## config.mk

```make
export PLATFORM = sky130hd
export DESIGN_NAME = utf8_to_utf16_validating_decoder_core
export DESIGN_NICKNAME = d
export VERILOG_FILES = /design/src/u8u16_pkg.sv /design/src/utf8_to_utf16_validating_decoder_core.sv /design/src/u8u16_decode.sv
export SDC_FILE = /design/constraint.sdc
export NUM_CORES = 1
export LEC_CHECK = 0
export BUFFER_PORTS_ARGS = -buffer_cell sky130_fd_sc_hd__buf_4
export CAP_MARGIN = 20
export CORE_MARGIN = 1
export CORE_UTILIZATION = 35
export DETAILED_ROUTE_END_ITERATION = 16
export HOLD_SLACK_MARGIN = 0.12
export PLACE_DENSITY_LB_ADDON = 0.2
export SYNTH_ARGS = -nofsm -noshare
export SYNTH_HDL_FRONTEND = slang
export SYNTH_SLANG_ARGS = --single-unit
export TNS_END_PERCENT = 30
```

## constraint.sdc

```tcl
create_clock -name i_clk -period 5.96 [get_ports i_clk]
set_input_delay 0.298 -clock i_clk [delete_from_list [all_inputs] [get_ports i_clk]]
set_output_delay 0.298 -clock i_clk [all_outputs]
set_load 0.005 [all_outputs]
```

## src/u8u16_pkg.sv

```systemverilog
package u8u16_pkg;

    // lead byte classification masks and patterns
    localparam logic [7:0] LEAD2_MASK = 8'hE0;
    localparam logic [7:0] LEAD2_PAT  = 8'hC0;
    localparam logic [7:0] LEAD3_MASK = 8'hF0;
    localparam logic [7:0] LEAD3_PAT  = 8'hE0;
    localparam logic [7:0] LEAD4_MASK = 8'hF8;
    localparam logic [7:0] LEAD4_PAT  = 8'hF0;
    localparam logic [7:0] CONT_MASK  = 8'hC0;
    localparam logic [7:0] CONT_PAT   = 8'h80;

    // code point limits
    localparam logic [20:0] MIN_TWO_BYTE   = 21'h00080;
    localparam logic [20:0] MIN_THREE_BYTE = 21'h00800;
    localparam logic [20:0] MIN_FOUR_BYTE  = 21'h10000;
    localparam logic [20:0] SURR_LOW       = 21'h0D800;
    localparam logic [20:0] SURR_HIGH      = 21'h0DFFF;
    localparam logic [20:0] MAX_POINT      = 21'h10FFFF;
    localparam logic [20:0] BMP_MAX        = 21'h0FFFF;

    // surrogate pair bases
    localparam logic [15:0] HI_SURR_BASE = 16'hD800;
    localparam logic [15:0] LO_SURR_BASE = 16'hDC00;

    // results caused by one input transaction
    typedef struct packed {
        logic [15:0] unit_hi;    // first (or only) code unit
        logic [15:0] unit_lo;    // second unit of a surrogate pair
        logic [1:0]  num_units;  // 0, 1 or 2 code units
        logic        has_status; // end-of-string verdict follows the units
        logic        status_ok;  // verdict: whole string valid
    } t_bundle;

endpackage

```

## src/utf8_to_utf16_validating_decoder_core.sv

```systemverilog
// UTF-8 to UTF-16 validating decoder. One byte of the string is taken per
// transaction, with i_end_of_string on its final byte. Each finished code
// point leaves as one UTF-16 unit, or as a surrogate pair above 0xFFFF; the
// final byte adds a status result (o_is_status) whose o_accepted says
// whether the whole string was valid. After the first error no further units
// leave for that string. o_last_result marks the final result caused by one
// input byte. The block takes one byte per cycle while o_ready is high;
// results leave one per cycle while i_ready is high, so a byte that causes
// several results holds the output until all have left. A two-entry result
// queue takes one more byte while such a burst drains; input stalls only while
// both entries are held and the head's final result is not being taken.
module utf8_to_utf16_validating_decoder_core (
    input  logic        i_clk,
    input  logic        i_rst_n,
    input  logic        i_valid,
    output logic        o_ready,
    input  logic [7:0]  i_in_byte,
    input  logic        i_end_of_string,
    output logic        o_valid,
    input  logic        i_ready,
    output logic [15:0] o_code_unit,
    output logic        o_is_status,
    output logic        o_accepted,
    output logic        o_last_result
);
    import u8u16_pkg::*;

    t_bundle     new_bundle;
    t_bundle     r_q [2];
    t_bundle     n_q [2];
    logic [1:0]  r_cnt, n_cnt;
    logic [1:0]  r_sub, n_sub;
    logic        take;
    logic        push;
    logic        pop;
    logic        out_fire;
    logic [1:0]  total;
    logic        is_unit;
    logic        last_of_head;
    logic        wr_idx;

    u8u16_decode u_decode (
        .i_clk           (i_clk),
        .i_rst_n         (i_rst_n),
        .i_take          (take),
        .i_in_byte       (i_in_byte),
        .i_end_of_string (i_end_of_string),
        .o_bundle        (new_bundle)
    );

    // result selection from the head of the queue
    assign total        = r_q[0].num_units + {1'b0, r_q[0].has_status};
    assign is_unit      = r_sub < r_q[0].num_units;
    assign last_of_head = (r_sub == total - 2'd1);

    assign o_valid       = (r_cnt != 2'd0);
    assign o_code_unit   = !is_unit ? 16'd0 :
                           (r_sub == 2'd0) ? r_q[0].unit_hi : r_q[0].unit_lo;
    assign o_is_status   = !is_unit;
    assign o_accepted    = !is_unit && r_q[0].status_ok;
    assign o_last_result = last_of_head;

    // handshakes
    assign out_fire = o_valid && i_ready;
    assign pop      = out_fire && last_of_head;
    assign o_ready  = (r_cnt != 2'd2) || pop;
    assign take     = i_valid && o_ready;
    assign push     = take && ((new_bundle.num_units != 2'd0) || new_bundle.has_status);
    assign wr_idx   = 1'(r_cnt - {1'b0, pop});

    // queue and sub-result counter next state
    always_comb begin
        n_q   = r_q;
        n_cnt = r_cnt;
        n_sub = r_sub;
        if (pop) begin
            n_q[0] = r_q[1];
            n_sub  = 2'd0;
        end else if (out_fire) begin
            n_sub = r_sub + 2'd1;
        end
        if (push) begin
            n_q[wr_idx] = new_bundle;
        end
        n_cnt = r_cnt + {1'b0, push} - {1'b0, pop};
    end

    // control registers
    always_ff @(posedge i_clk) begin
        if (!i_rst_n) begin
            r_cnt <= 2'd0;
            r_sub <= 2'd0;
        end else begin
            r_cnt <= n_cnt;
            r_sub <= n_sub;
        end
    end

    // queue payload
    always_ff @(posedge i_clk) begin
        r_q <= n_q;
    end

endmodule

```

## src/u8u16_decode.sv

```systemverilog
module u8u16_decode (
    input  logic                i_clk,
    input  logic                i_rst_n,
    input  logic                i_take,
    input  logic [7:0]          i_in_byte,
    input  logic                i_end_of_string,
    output u8u16_pkg::t_bundle  o_bundle
);
    import u8u16_pkg::*;

    logic [20:0] r_point, n_point;
    logic [1:0]  r_remain, n_remain;
    logic [1:0]  r_seq_len, n_seq_len;
    logic        r_failed, n_failed;

    logic        fin_en;
    logic [20:0] fin_cp;
    logic [1:0]  fin_len;
    logic        fin_bad;
    logic [20:0] shifted;
    logic [19:0] offset;
    t_bundle     bundle;

    // decode one byte against the current sequence state
    always_comb begin
        n_point   = r_point;
        n_remain  = r_remain;
        n_seq_len = r_seq_len;
        n_failed  = r_failed;
        fin_en    = 1'b0;
        fin_cp    = {13'd0, i_in_byte};
        fin_len   = 2'd0;
        shifted   = {r_point[14:0], i_in_byte[5:0]};

        if (!r_failed) begin
            if (r_remain == 2'd0) begin
                if (i_in_byte[7] == 1'b0) begin
                    fin_en = 1'b1;
                end else if ((i_in_byte & LEAD2_MASK) == LEAD2_PAT) begin
                    n_point   = {16'd0, i_in_byte[4:0]};
                    n_remain  = 2'd1;
                    n_seq_len = 2'd1;
                end else if ((i_in_byte & LEAD3_MASK) == LEAD3_PAT) begin
                    n_point   = {17'd0, i_in_byte[3:0]};
                    n_remain  = 2'd2;
                    n_seq_len = 2'd2;
                end else if ((i_in_byte & LEAD4_MASK) == LEAD4_PAT) begin
                    n_point   = {18'd0, i_in_byte[2:0]};
                    n_remain  = 2'd3;
                    n_seq_len = 2'd3;
                end else begin
                    n_failed = 1'b1;
                end
            end else if ((i_in_byte & CONT_MASK) != CONT_PAT) begin
                n_failed = 1'b1;
            end else begin
                n_remain = r_remain - 2'd1;
                if (r_remain == 2'd1) begin
                    fin_en    = 1'b1;
                    fin_cp    = shifted;
                    fin_len   = r_seq_len;
                    n_point   = '0;
                    n_seq_len = 2'd0;
                end else begin
                    n_point = shifted;
                end
            end
        end

        // overlong, surrogate, out of range and nul checks
        fin_bad = (fin_len == 2'd1 && fin_cp < MIN_TWO_BYTE) ||
                  (fin_len == 2'd2 && fin_cp < MIN_THREE_BYTE) ||
                  (fin_len == 2'd3 && fin_cp < MIN_FOUR_BYTE) ||
                  (fin_cp >= SURR_LOW && fin_cp <= SURR_HIGH) ||
                  (fin_cp > MAX_POINT) || (fin_cp == 21'd0);
        offset  = 20'(fin_cp - MIN_FOUR_BYTE);

        bundle = '0;
        if (fin_en) begin
            if (fin_bad) begin
                n_failed = 1'b1;
            end else if (fin_cp <= BMP_MAX) begin
                bundle.unit_hi   = fin_cp[15:0];
                bundle.num_units = 2'd1;
            end else begin
                bundle.unit_hi   = HI_SURR_BASE + {6'd0, offset[19:10]};
                bundle.unit_lo   = LO_SURR_BASE + {6'd0, offset[9:0]};
                bundle.num_units = 2'd2;
            end
        end

        // verdict on the final byte, then back to the start state
        if (i_end_of_string) begin
            bundle.has_status = 1'b1;
            bundle.status_ok  = !n_failed && (n_remain == 2'd0);
            n_point   = '0;
            n_remain  = 2'd0;
            n_seq_len = 2'd0;
            n_failed  = 1'b0;
        end
    end

    assign o_bundle = bundle;

    // sequence state
    always_ff @(posedge i_clk) begin
        if (!i_rst_n) begin
            r_point   <= '0;
            r_remain  <= 2'd0;
            r_seq_len <= 2'd0;
            r_failed  <= 1'b0;
        end else if (i_take) begin
            r_point   <= n_point;
            r_remain  <= n_remain;
            r_seq_len <= n_seq_len;
            r_failed  <= n_failed;
        end
    end

endmodule

```

==> flow_summary_export.csv, run 1 <==
group,metric,value,unit
clocking,post-cts-setup-buffers,0,
clocking,clockRootBuffer,"clkbuf_16",
route,ant_nets,0,
critical_path,r2r-end,"r_cnt[1]",
placed_design,placed_cells,750,
sta,drv_slew,0,
yosys,postSynth.asyncResetShare,0,%
placed_design,place.gp.congestion,0.887,
global_route,grtUsageTotal,18.6,%
sta,fin_skew,0.00744,ns
die,die_width,124,um
route,vias,4203,
route,route.detailed.drc,0,
yosys,yosysSeqAreaShare,41.0,%
yosys,syn_inst,565,
clocking,cts_buffers,9,
route,routed_wl,13.4,mm
outcome,status,"finished, final reports clean",
route,top_layer,"met4",
finish,finalNonFillerCells,768,
pwr,peakVddDrop,225,uV
job,cap_violations,0,
finish,utilization,40.6,%
critical_path,reg2reg_from,"u_decode.r_remain[0]",
critical_path,max_stage_delay,0.63,ns
sta,min_period,4.32,ns
yosys,syn_nets,587,
route,wl_met2,6.24,mm
route,drt_pre_antenna_iters,4,
sta,setup-tns-final,0,ns
die,die-area,0.0154,mm^2
global_route,antenna_found_initial,0,
yosys,yosys.area.top_type_share,23.1,%
finish,layout.cells.most_common_list,"dfxtp_1, mux2i_1, nand2_1",
yosys,yosys_register_bits,91,
hold_path,hold_path_class,"primary input to register",
critical_path,path_cells,"inv_1, ha_1, nor2b_1, a41oi_1, nor4_1, a211o_1, a22oi_1, buf_4, nand2_1, a21o_1, ha_1, inv_1, ha_1, xnor2_1, xnor2_1, and2_1",
clocking,cts_tree,"done",
clocking,clk_pin_slew_worst_paths,0.07,ns
placed_design,place_area,0.00557,mm^2
sta,tightest_slew,1.02,ns
hold_path,min_path_cells,1,
pwr,leakagePower,2.65,nW
yosys,synth_edf_count,31,
route,drt_iter0_markers,292,
finish,area.growth.synth_to_final,13.5,%
die,start_util,35.8,%
global_route,grt_max_degree,32,
pwr,powerDensity,391,mW/mm^2
global_route,overflow,0,
placed_design,numPortBuffers,33,
critical_path,end_kind,"register",
sta,finalSetupViolations,0,
die,num_io_pins,34,
placed_design,hpwlAfterDp,9.59,mm
critical_path,timing.critical_path.buf_inv,3,
yosys,synth_cell_types,63,
critical_path,criticalPathCategory,"register to register",
critical_path,cp.required,6.20,ns
critical_path,rr_worst_depth,16,
critical_path,critPathSlowestCell,"a41oi_1",
critical_path,ff2ff_setup_slack,1.64,ns
placed_design,pre_cts_slack,1.72,ns
pwr,p_total,2.31,mW
yosys,synth_area,0.00521,mm^2
finish,fin_nets,601,
yosys,ys_top_cells_by_area,"dfxtp_1, edfxtp_1, mux2i_1, nand2_1, inv_1",
clocking,ctsHoldBuffers,0,
critical_path,worstPathArrival,4.57,ns
clocking,ctsResizeCount,0,
finish,layout_commonest_cell,"dfxtp_1",
yosys,synth.avg_cell_area,9.21,um^2
yosys,ys.flop_type,"dfxtp_1",
critical_path,cp_max_fo,24,
critical_path,crit_path_frequent_cell,"ha_1",
sta,timing.final.ws_setup,1.64,ns
die,coreArea,0.0145,mm^2
route,viasPerCell,5.47,
die,rows,44,
hold_path,worstHoldStart,"i_end_of_string",
clocking,insertion_delay,0.35,ns
sta,rsz0062_at_grt,"false",
route,wl_met1,6.43,mm
sta,whs,0.248,ns
finish,drive_gt1_share,14.0,%
clocking,h-tree-depth,3,
finish,num-fill-cells,1479,
die,dieHeight,124,um
critical_path,cp_top_family,"compound AO/OA/AOI/OAI gates",
global_route,grt_pass1_wl,21.5,mm
sta,fmax,231,MHz
finish,antenna_cells,0,
clocking,clock_sinks,91,
route,wl_met3,556,um
critical_path,startpoint_type,"register",
finish,design_area,0.00591,mm^2
yosys,ys_warn_count,0,
sta,hold_viol,0,
clocking,cts_buffer_depth,2,
sta,relSlewSlack,31.9,%
sta,post-route-period-util,72.5,%
global_route,grt_pass1_vias,3958,
route,wl_per_cell,17.4,um
yosys,synth.largest_area_cell,"dfxtp_1",
## cell usage after synthesis, types with 4 or more instances
master / number
dfxtp_1: 60
mux2i_1: 57
nand2_1: 50
inv_1: 42
nor2_1: 39
edfxtp_1: 31
a21oi_1: 30
nand3_1: 30
clkbuf_1: 25
a21boi_0: 19
nor3_1: 18
o21ai_0: 15
mux2_2: 10
nand4_1: 10
ha_1: 9
nor2b_1: 7
buf_2: 6
o211a_1: 6
o211ai_1: 6
o31ai_1: 6
and2_1: 5
mux2_4: 5
nor4_1: 5
nand4b_1: 4
o21a_1: 4
xnor2_1: 4
## metal layers
metal | vias to the layer above | GRT usage, %
li1 | 2059 | -
met1 | 2041 | 25.3
met5 | - | 0
met4 | 0 | 5.28
met3 | 8 | 4.58
met2 | 95 | 29.0
## where the power goes
| part | switching [mW] | total, mW | internal [mW] |
|---|---|---|---|
| Clock | 0.251 | 0.580 | 0.329 |
| Sequential | 0.0770 | 0.873 | 0.796 |
| Combinational | 0.449 | 0.857 | 0.408 |
| Total | 0.777 | 2.31 | 1.53 |
## worst register-to-register path: cells and delay by family (launching register included)
family,cells,cell delay [ns]
AOI/OAI and AO/OA,4,1.43
adders and majority gates,3,0.96
and+or+nand+nor,4,0.81
buffers and inverters,3,0.44
DFF,1,0.34
xor gates and xnor gates,2,0.25
## area by class of cell
cell class | count | area (um^2) | area share [%]
multi-input cells | 394 | 2760 | 46.7
flip-flops and latches | 91 | 2130 | 36.1
repair buffers | 41 | 328 | 5.55
well taps | 184 | 230 | 3.90
clock buffers | 9 | 225 | 3.81
inverters | 42 | 158 | 2.67
clock inverters | 7 | 75.1 | 1.27
## worst max path at each step
stage	startpoint	endpoint	slack, ns	cells after the start
2_1_floorplan	u_decode.r_remain[0]	register	0.73	10
3_3_place_gp	u_decode.r_remain[0]	r_cnt[1]	1.87	16
3_5_place_dp	u_decode.r_remain[0]	r_cnt[1]	1.72	16
4_1_cts	u_decode.r_remain[0]	r_cnt[1]	1.69	16
5_1_grt	u_decode.r_remain[0]	r_cnt[1]	1.43	16
6_report	u_decode.r_remain[0]	r_cnt[1]	1.64	16
## kinds of logic after synthesis
logic type               Yosys count  synth area share [%]
XOR/XNOR                           6                  1.01
buffers and inverters             80                  6.42
AO/OA/AOI/OAI                    117                  15.7
multiplexers                      75                  15.2
AND/OR/NAND/NOR                  187                  18.6
flip-flops                        91                  41.0
adder cells (fa/ha/maj)            9                  2.16
No activity file was read; power rests on OpenSTA's default activity.
==> run 2: changes to the inputs <==
==> constraint.sdc (replaced) <==
create_clock -name i_clk -period 3.6 [get_ports i_clk]
set_input_delay 0.18 -clock i_clk [delete_from_list [all_inputs] [get_ports i_clk]]
set_output_delay 0.18 -clock i_clk [all_outputs]
set_load 0.005 [all_outputs]
==> flow_summary_export.csv, run 2 (synthesis gave the netlist of run 1 again) <==
group,metric,value,unit
critical_path,criticalPathCategory,"register to register",
critical_path,cp_top_family,"simple AND/OR/NAND/NOR gates",
sta,rsz0062_at_grt,"false",
route,wl_per_cell,17.4,um
sta,relSlewSlack,48.6,%
finish,multi_input_area,0.00279,mm^2
die,die-area,0.0154,mm^2
global_route,grtUsageTotal,19.0,%
pwr,combPwrFrac,36.9,%
route,vias,4221,
critical_path,timing.critical_path.buf_inv,2,
hold_path,min_path_cells,3,
sta,post-route-period-util,92.4,%
critical_path,worstPathArrival,3.56,ns
clocking,cts_buffers,9,
route,drt_iter0_markers,248,
finish,layout.cells.most_common_list,"dfxtp_1, mux2i_1, buf_4",
clocking,post-cts-setup-buffers,0,
global_route,grt_max_degree,38,
hold_path,worstHoldStart,"i_in_byte[1]",
global_route,grt_pass1_vias,3992,
sta,finalSetupViolations,0,
sta,drv_slew,0,
die,num_io_pins,34,
finish,antenna_cells,0,
clocking,cts_tree,"done",
critical_path,cp_max_fo,30,
placed_design,numPortBuffers,33,
pwr,p_seq_share,36.8,%
clocking,insertion_delay,0.34,ns
placed_design,place.gp.congestion,0.914,
route,routed_wl,13.6,mm
sta,fmax,300,MHz
pwr,peakVddDrop,219,uV
pwr,p_sw,1.27,mW
global_route,overflow,0,
route,route.detailed.drc,0,
critical_path,path_cells,"inv_1, ha_2, and4bb_4, nand2_1, ha_1, o31a_1, a32oi_1, o21ai_1, or3b_2, o21a_2, buf_12, mux2_1",
sta,fin_skew,0.00597,ns
hold_path,hold_path_class,"primary input to register",
critical_path,ff2ff_setup_slack,0.27,ns
critical_path,r2r-end,"r_q[56]",
finish,layout_commonest_cell,"dfxtp_1",
clocking,cts_buffer_depth,2,
sta,tightest_slew,0.771,ns
pwr,leakagePower,2.74,nW
finish,seqCellArea,0.00213,mm^2
pwr,powerDensity,641,mW/mm^2
die,coreArea,0.0145,mm^2
route,viasPerCell,5.38,
critical_path,critPathSlowestCell,"or3b_2",
die,rows,44,
pwr,intPower,2.64,mW
global_route,grt_pass1_wl,21.8,mm
route,ant_nets,0,
hold_path,whs_endpoint,"u_decode.r_point[1]",
sta,hold_viol,0,
clocking,clock_sinks,91,
job,cap_violations,0,
die,die_width,124,um
critical_path,cp.required,3.83,ns
critical_path,max_stage_delay,0.53,ns
finish,num-fill-cells,1478,
critical_path,end_kind,"register",
placed_design,hpwlAfterDp,10.0,mm
sta,whs,0.150,ns
finish,drive_gt1_share,17.5,%
finish,fin_nets,617,
clocking,h-tree-depth,3,
route,drt_pre_antenna_iters,4,
sta,setup-tns-final,0,ns
pwr,switching_share,32.6,%
pwr,clkPwrFrac,26.2,%
clocking,clk_pin_slew_worst_paths,0.06,ns
sta,min_period,3.33,ns
die,dieHeight,124,um
critical_path,reg2reg_from,"u_decode.r_remain[1]",
critical_path,rr_worst_depth,12,
global_route,antenna_found_initial,0,
outcome,status,"finished, final reports clean",
critical_path,startpoint_type,"register",
clocking,clockRootBuffer,"clkbuf_16",
finish,area.growth.synth_to_final,17.1,%
die,start_util,35.8,%
==> run 2: worst register-to-register path: stages, from the launching register on <==
cell and delay [ns]:
dfxtp_1 0.30, inv_1 0.16, ha_2 0.32, and4bb_4 0.31, nand2_1 0.11, ha_1 0.27, o31a_1 0.17, a32oi_1 0.19
o21ai_1 0.09, or3b_2 0.53, o21a_2 0.25, buf_12 0.18, mux2_1 0.35
==> run 2: metal layers <==
metal / share of wire [%] / up-vias / track usage, % / routed length (um)
met3: 4.4 / 7 / 4.21 / 605
met5: 0 / - / 0 / 0
met1: 48 / 2032 / 25.4 / 6570
li1: - / 2096 / - / -
met2: 47 / 86 / 30.9 / 6350
met4: 0.76 / 0 / 4.69 / 104
==> run 2: through the flow <==
stage	worst slack [ns]	std cells	util, %	cell area [um^2]	power [mW]
2_1_floorplan	0.00403	565	-	5250	2.47
3_3_place_gp	0.256	766	39.4	5730	2.90
3_5_place_dp	0.199	766	39.4	5730	2.93
4_1_cts	0.183	783	41.8	6070	3.97
5_1_grt	0.00377	784	41.9	6100	4.17
6_report	0.272	784	41.9	6100	3.91
==> run 2: worst max path at each step <==
stage,from,end,cells past startpoint
after global routing,u_decode.r_remain[1],r_cnt[1],18
after CTS,u_decode.r_remain[0],r_q[56],13
final,u_decode.r_remain[1],r_q[56],12
after floorplan,u_decode.r_remain[0],register,10
after detailed placement,u_decode.r_remain[0],r_q[56],13
after global placement,u_decode.r_remain[0],r_cnt[1],18
==> run 2: power by group through the flow <==
| stage | registers [mW] | logic (mW) | clock network [mW] |
|---|---|---|---|
| CTS | 1.44 | 1.47 | 1.06 |
| global placement | 1.46 | 1.45 | 0 |
| finish | 1.44 | 1.44 | 1.03 |
| detailed placement | 1.47 | 1.46 | 0 |
| global route | 1.47 | 1.61 | 1.09 |
| floorplan | 1.42 | 1.04 | 0 |
==> run 2: area by class of cell <==
| class | count | share of cell area [%] |
|---|---|---|
| clock inverters | 5 | 1.35 |
| flip-flops and latches | 91 | 35.0 |
| well taps | 184 | 3.78 |
| multi-input cells | 394 | 45.8 |
| repair buffers | 57 | 7.47 |
| inverters | 42 | 2.59 |
| clock buffers | 11 | 3.98 |
==> run 2: what timing repair did <==
action / CTS / global route
endpoints found under the setup margin: 0 / 9
hold buffers: 1 / 0
resized for setup: 0 / 6
hold endpoints to repair: 1 / 0
==> run 3: changes to the inputs <==
--- a/config.mk
+++ b/config.mk
@@ -7,6 +7,7 @@
 export LEC_CHECK = 0
 export BUFFER_PORTS_ARGS = -buffer_cell sky130_fd_sc_hd__buf_4
 export CAP_MARGIN = 20
+export CORE_ASPECT_RATIO = 1.75
 export CORE_MARGIN = 1
 export CORE_UTILIZATION = 35
 export DETAILED_ROUTE_END_ITERATION = 16
==> flow_summary_export.csv, run 3 (synthesis gave the netlist of run 1 again) <==
group,metric,value,unit
outcome,status,"finished, final reports clean",
route,ant_nets,0,
die,num_io_pins,34,
hold_path,worstHoldStart,"i_end_of_string",
finish,utilization,42.2,%
placed_design,hpwlAfterDp,11.1,mm
critical_path,cp_top_family,"adder cells",
sta,post-route-period-util,94.7,%
clocking,cts_tree,"done",
route,drt_pre_antenna_iters,5,
die,dieHeight,163,um
sta,hold_viol,0,
critical_path,timing.critical_path.buf_inv,3,
job,cap_violations,0,
critical_path,criticalPathCategory,"register to register",
placed_design,numPortBuffers,33,
clocking,clock_sinks,91,
clocking,insertion_delay,0.35,ns
pwr,intPower,2.51,mW
route,route.detailed.drc,0,
global_route,overflow,0,
critical_path,critPathSlowestCell,"dfxtp_2",
pwr,combPwrFrac,38.3,%
critical_path,startpoint_type,"register",
sta,min_period,3.41,ns
critical_path,worstPathArrival,3.65,ns
clocking,h-tree-depth,3,
finish,layout_commonest_cell,"dfxtp_1",
sta,finalSetupViolations,0,
pwr,clkPwrFrac,23.9,%
finish,num-fill-cells,1452,
pwr,peakVddDrop,226,uV
critical_path,r2r-end,"r_cnt[1]",
pwr,switching_share,34.5,%
sta,timing.final.ws_setup,0.192,ns
placed_design,place_area,0.00575,mm^2
pwr,powerDensity,627,mW/mm^2
global_route,grt_pass1_wl,23.0,mm
finish,design_area,0.00610,mm^2
clocking,clockRootBuffer,"clkbuf_16",
critical_path,reg2reg_from,"u_decode.r_remain[0]",
sta,fin_skew,0.00932,ns
global_route,grt_max_degree,38,
sta,whs,0.129,ns
sta,drv_slew,0,
placed_design,place.gp.congestion,0.934,
finish,antenna_cells,0,
sta,setup-tns-final,0,ns
clocking,cts_buffer_depth,2,
pwr,leakagePower,2.74,nW
critical_path,cp.depth,19,
hold_path,min_path_cells,1,
global_route,antenna_found_initial,0,
finish,area.growth.synth_to_final,17.2,%
critical_path,path_cells,"inv_1, ha_4, nand4bb_4, buf_12, nor2_2, nand2_1, ha_2, o31a_1, a32oi_1, o21ai_1, nor2_1, nand2_1, a21o_1, ha_1, inv_1, ha_1, xnor2_2, xnor2_1, and2_1",
die,start_util,36.1,%
global_route,grtUsageTotal,19.8,%
critical_path,cp_max_fo,10,
critical_path,ff2ff_setup_slack,0.19,ns
pwr,p_seq_share,37.8,%
pwr,p_sw,1.32,mW
clocking,cts_buffers,9,
route,routed_wl,14.4,mm
die,die-area,0.0154,mm^2
sta,relSlewSlack,28.0,%
die,die_width,94.2,um
die,rows,58,
route,viasPerCell,5.55,
clocking,clk_pin_slew_worst_paths,0.07,ns
die,coreArea,0.0144,mm^2
route,vias,4344,
finish,drive_gt1_share,18.7,%
route,drt_iter0_markers,293,
sta,fmax,293,MHz
placed_design,pre_cts_slack,0.146,ns
global_route,grt_pass1_vias,4278,
finish,fin_nets,620,
critical_path,cp.required,3.85,ns
hold_path,hold_path_class,"primary input to register",
finish,layout.cells.most_common_list,"dfxtp_1, mux2i_1, buf_4",
critical_path,rr_worst_depth,19,
sta,tightest_slew,1.08,ns
route,wl_per_cell,18.4,um
critical_path,end_kind,"register",
critical_path,max_stage_delay,0.37,ns
run 3: how the worst max path moves through the flow:
stage	from	endpoint	slack, ns
2_1_floorplan	u_decode.r_remain[0]	register	0.004
3_3_place_gp	u_decode.r_remain[0]	r_cnt[1]	0.21
3_5_place_dp	u_decode.r_remain[0]	r_cnt[1]	0.15
4_1_cts	u_decode.r_remain[0]	r_cnt[1]	0.13
5_1_grt	u_decode.r_remain[0]	r_cnt[1]	-0.02
6_report	u_decode.r_remain[0]	r_cnt[1]	0.19
run 3: cell type report:
cell class,count,area [um^2],area share (%)
Clock buffer,9,225,3.69
Clock inverter,7,60.1,0.984
Inverter,42,158,2.58
Multi-Input combinational cell,394,2810,46.1
Sequential cell,91,2130,35.0
Tap cell,180,225,3.69
Timing Repair Buffer,60,488,8.00
run 3: repair_timing:
action | in CTS | in global routing
hold buffers | 0 | 0
endpoints found under the setup margin | 0 | 8
gates resized for setup | 0 | 8
endpoints found under the hold margin | 0 | 0
buffers inserted | 0 | 2
run 3: layer usage:
metal | track usage [%] | vias to the layer above | wire length, um
met3 | 2.42 | 27 | 373
li1 | - | 2106 | -
met4 | 8.04 | 0 | 384
met2 | 37.5 | 88 | 8010
met1 | 21.5 | 2123 | 5640
met5 | 0 | - | 0
run 3: metrics by stage:
stage | total power, mW | std cells
final | 3.82 | 783
after global routing | 4.07 | 783
after CTS | 3.87 | 781
after detailed placement | 2.96 | 765
after global placement | 2.92 | 765
after floorplan | 2.47 | 565
run 3: power by group through the flow:
stage | Combinational (mW) | Sequential, mW | Clock [mW]
after floorplan | 1.04 | 1.42 | 0
after global placement | 1.46 | 1.46 | 0
after detailed placement | 1.49 | 1.47 | 0
after CTS | 1.50 | 1.45 | 0.929
after global routing | 1.63 | 1.47 | 0.972
final | 1.47 | 1.44 | 0.914
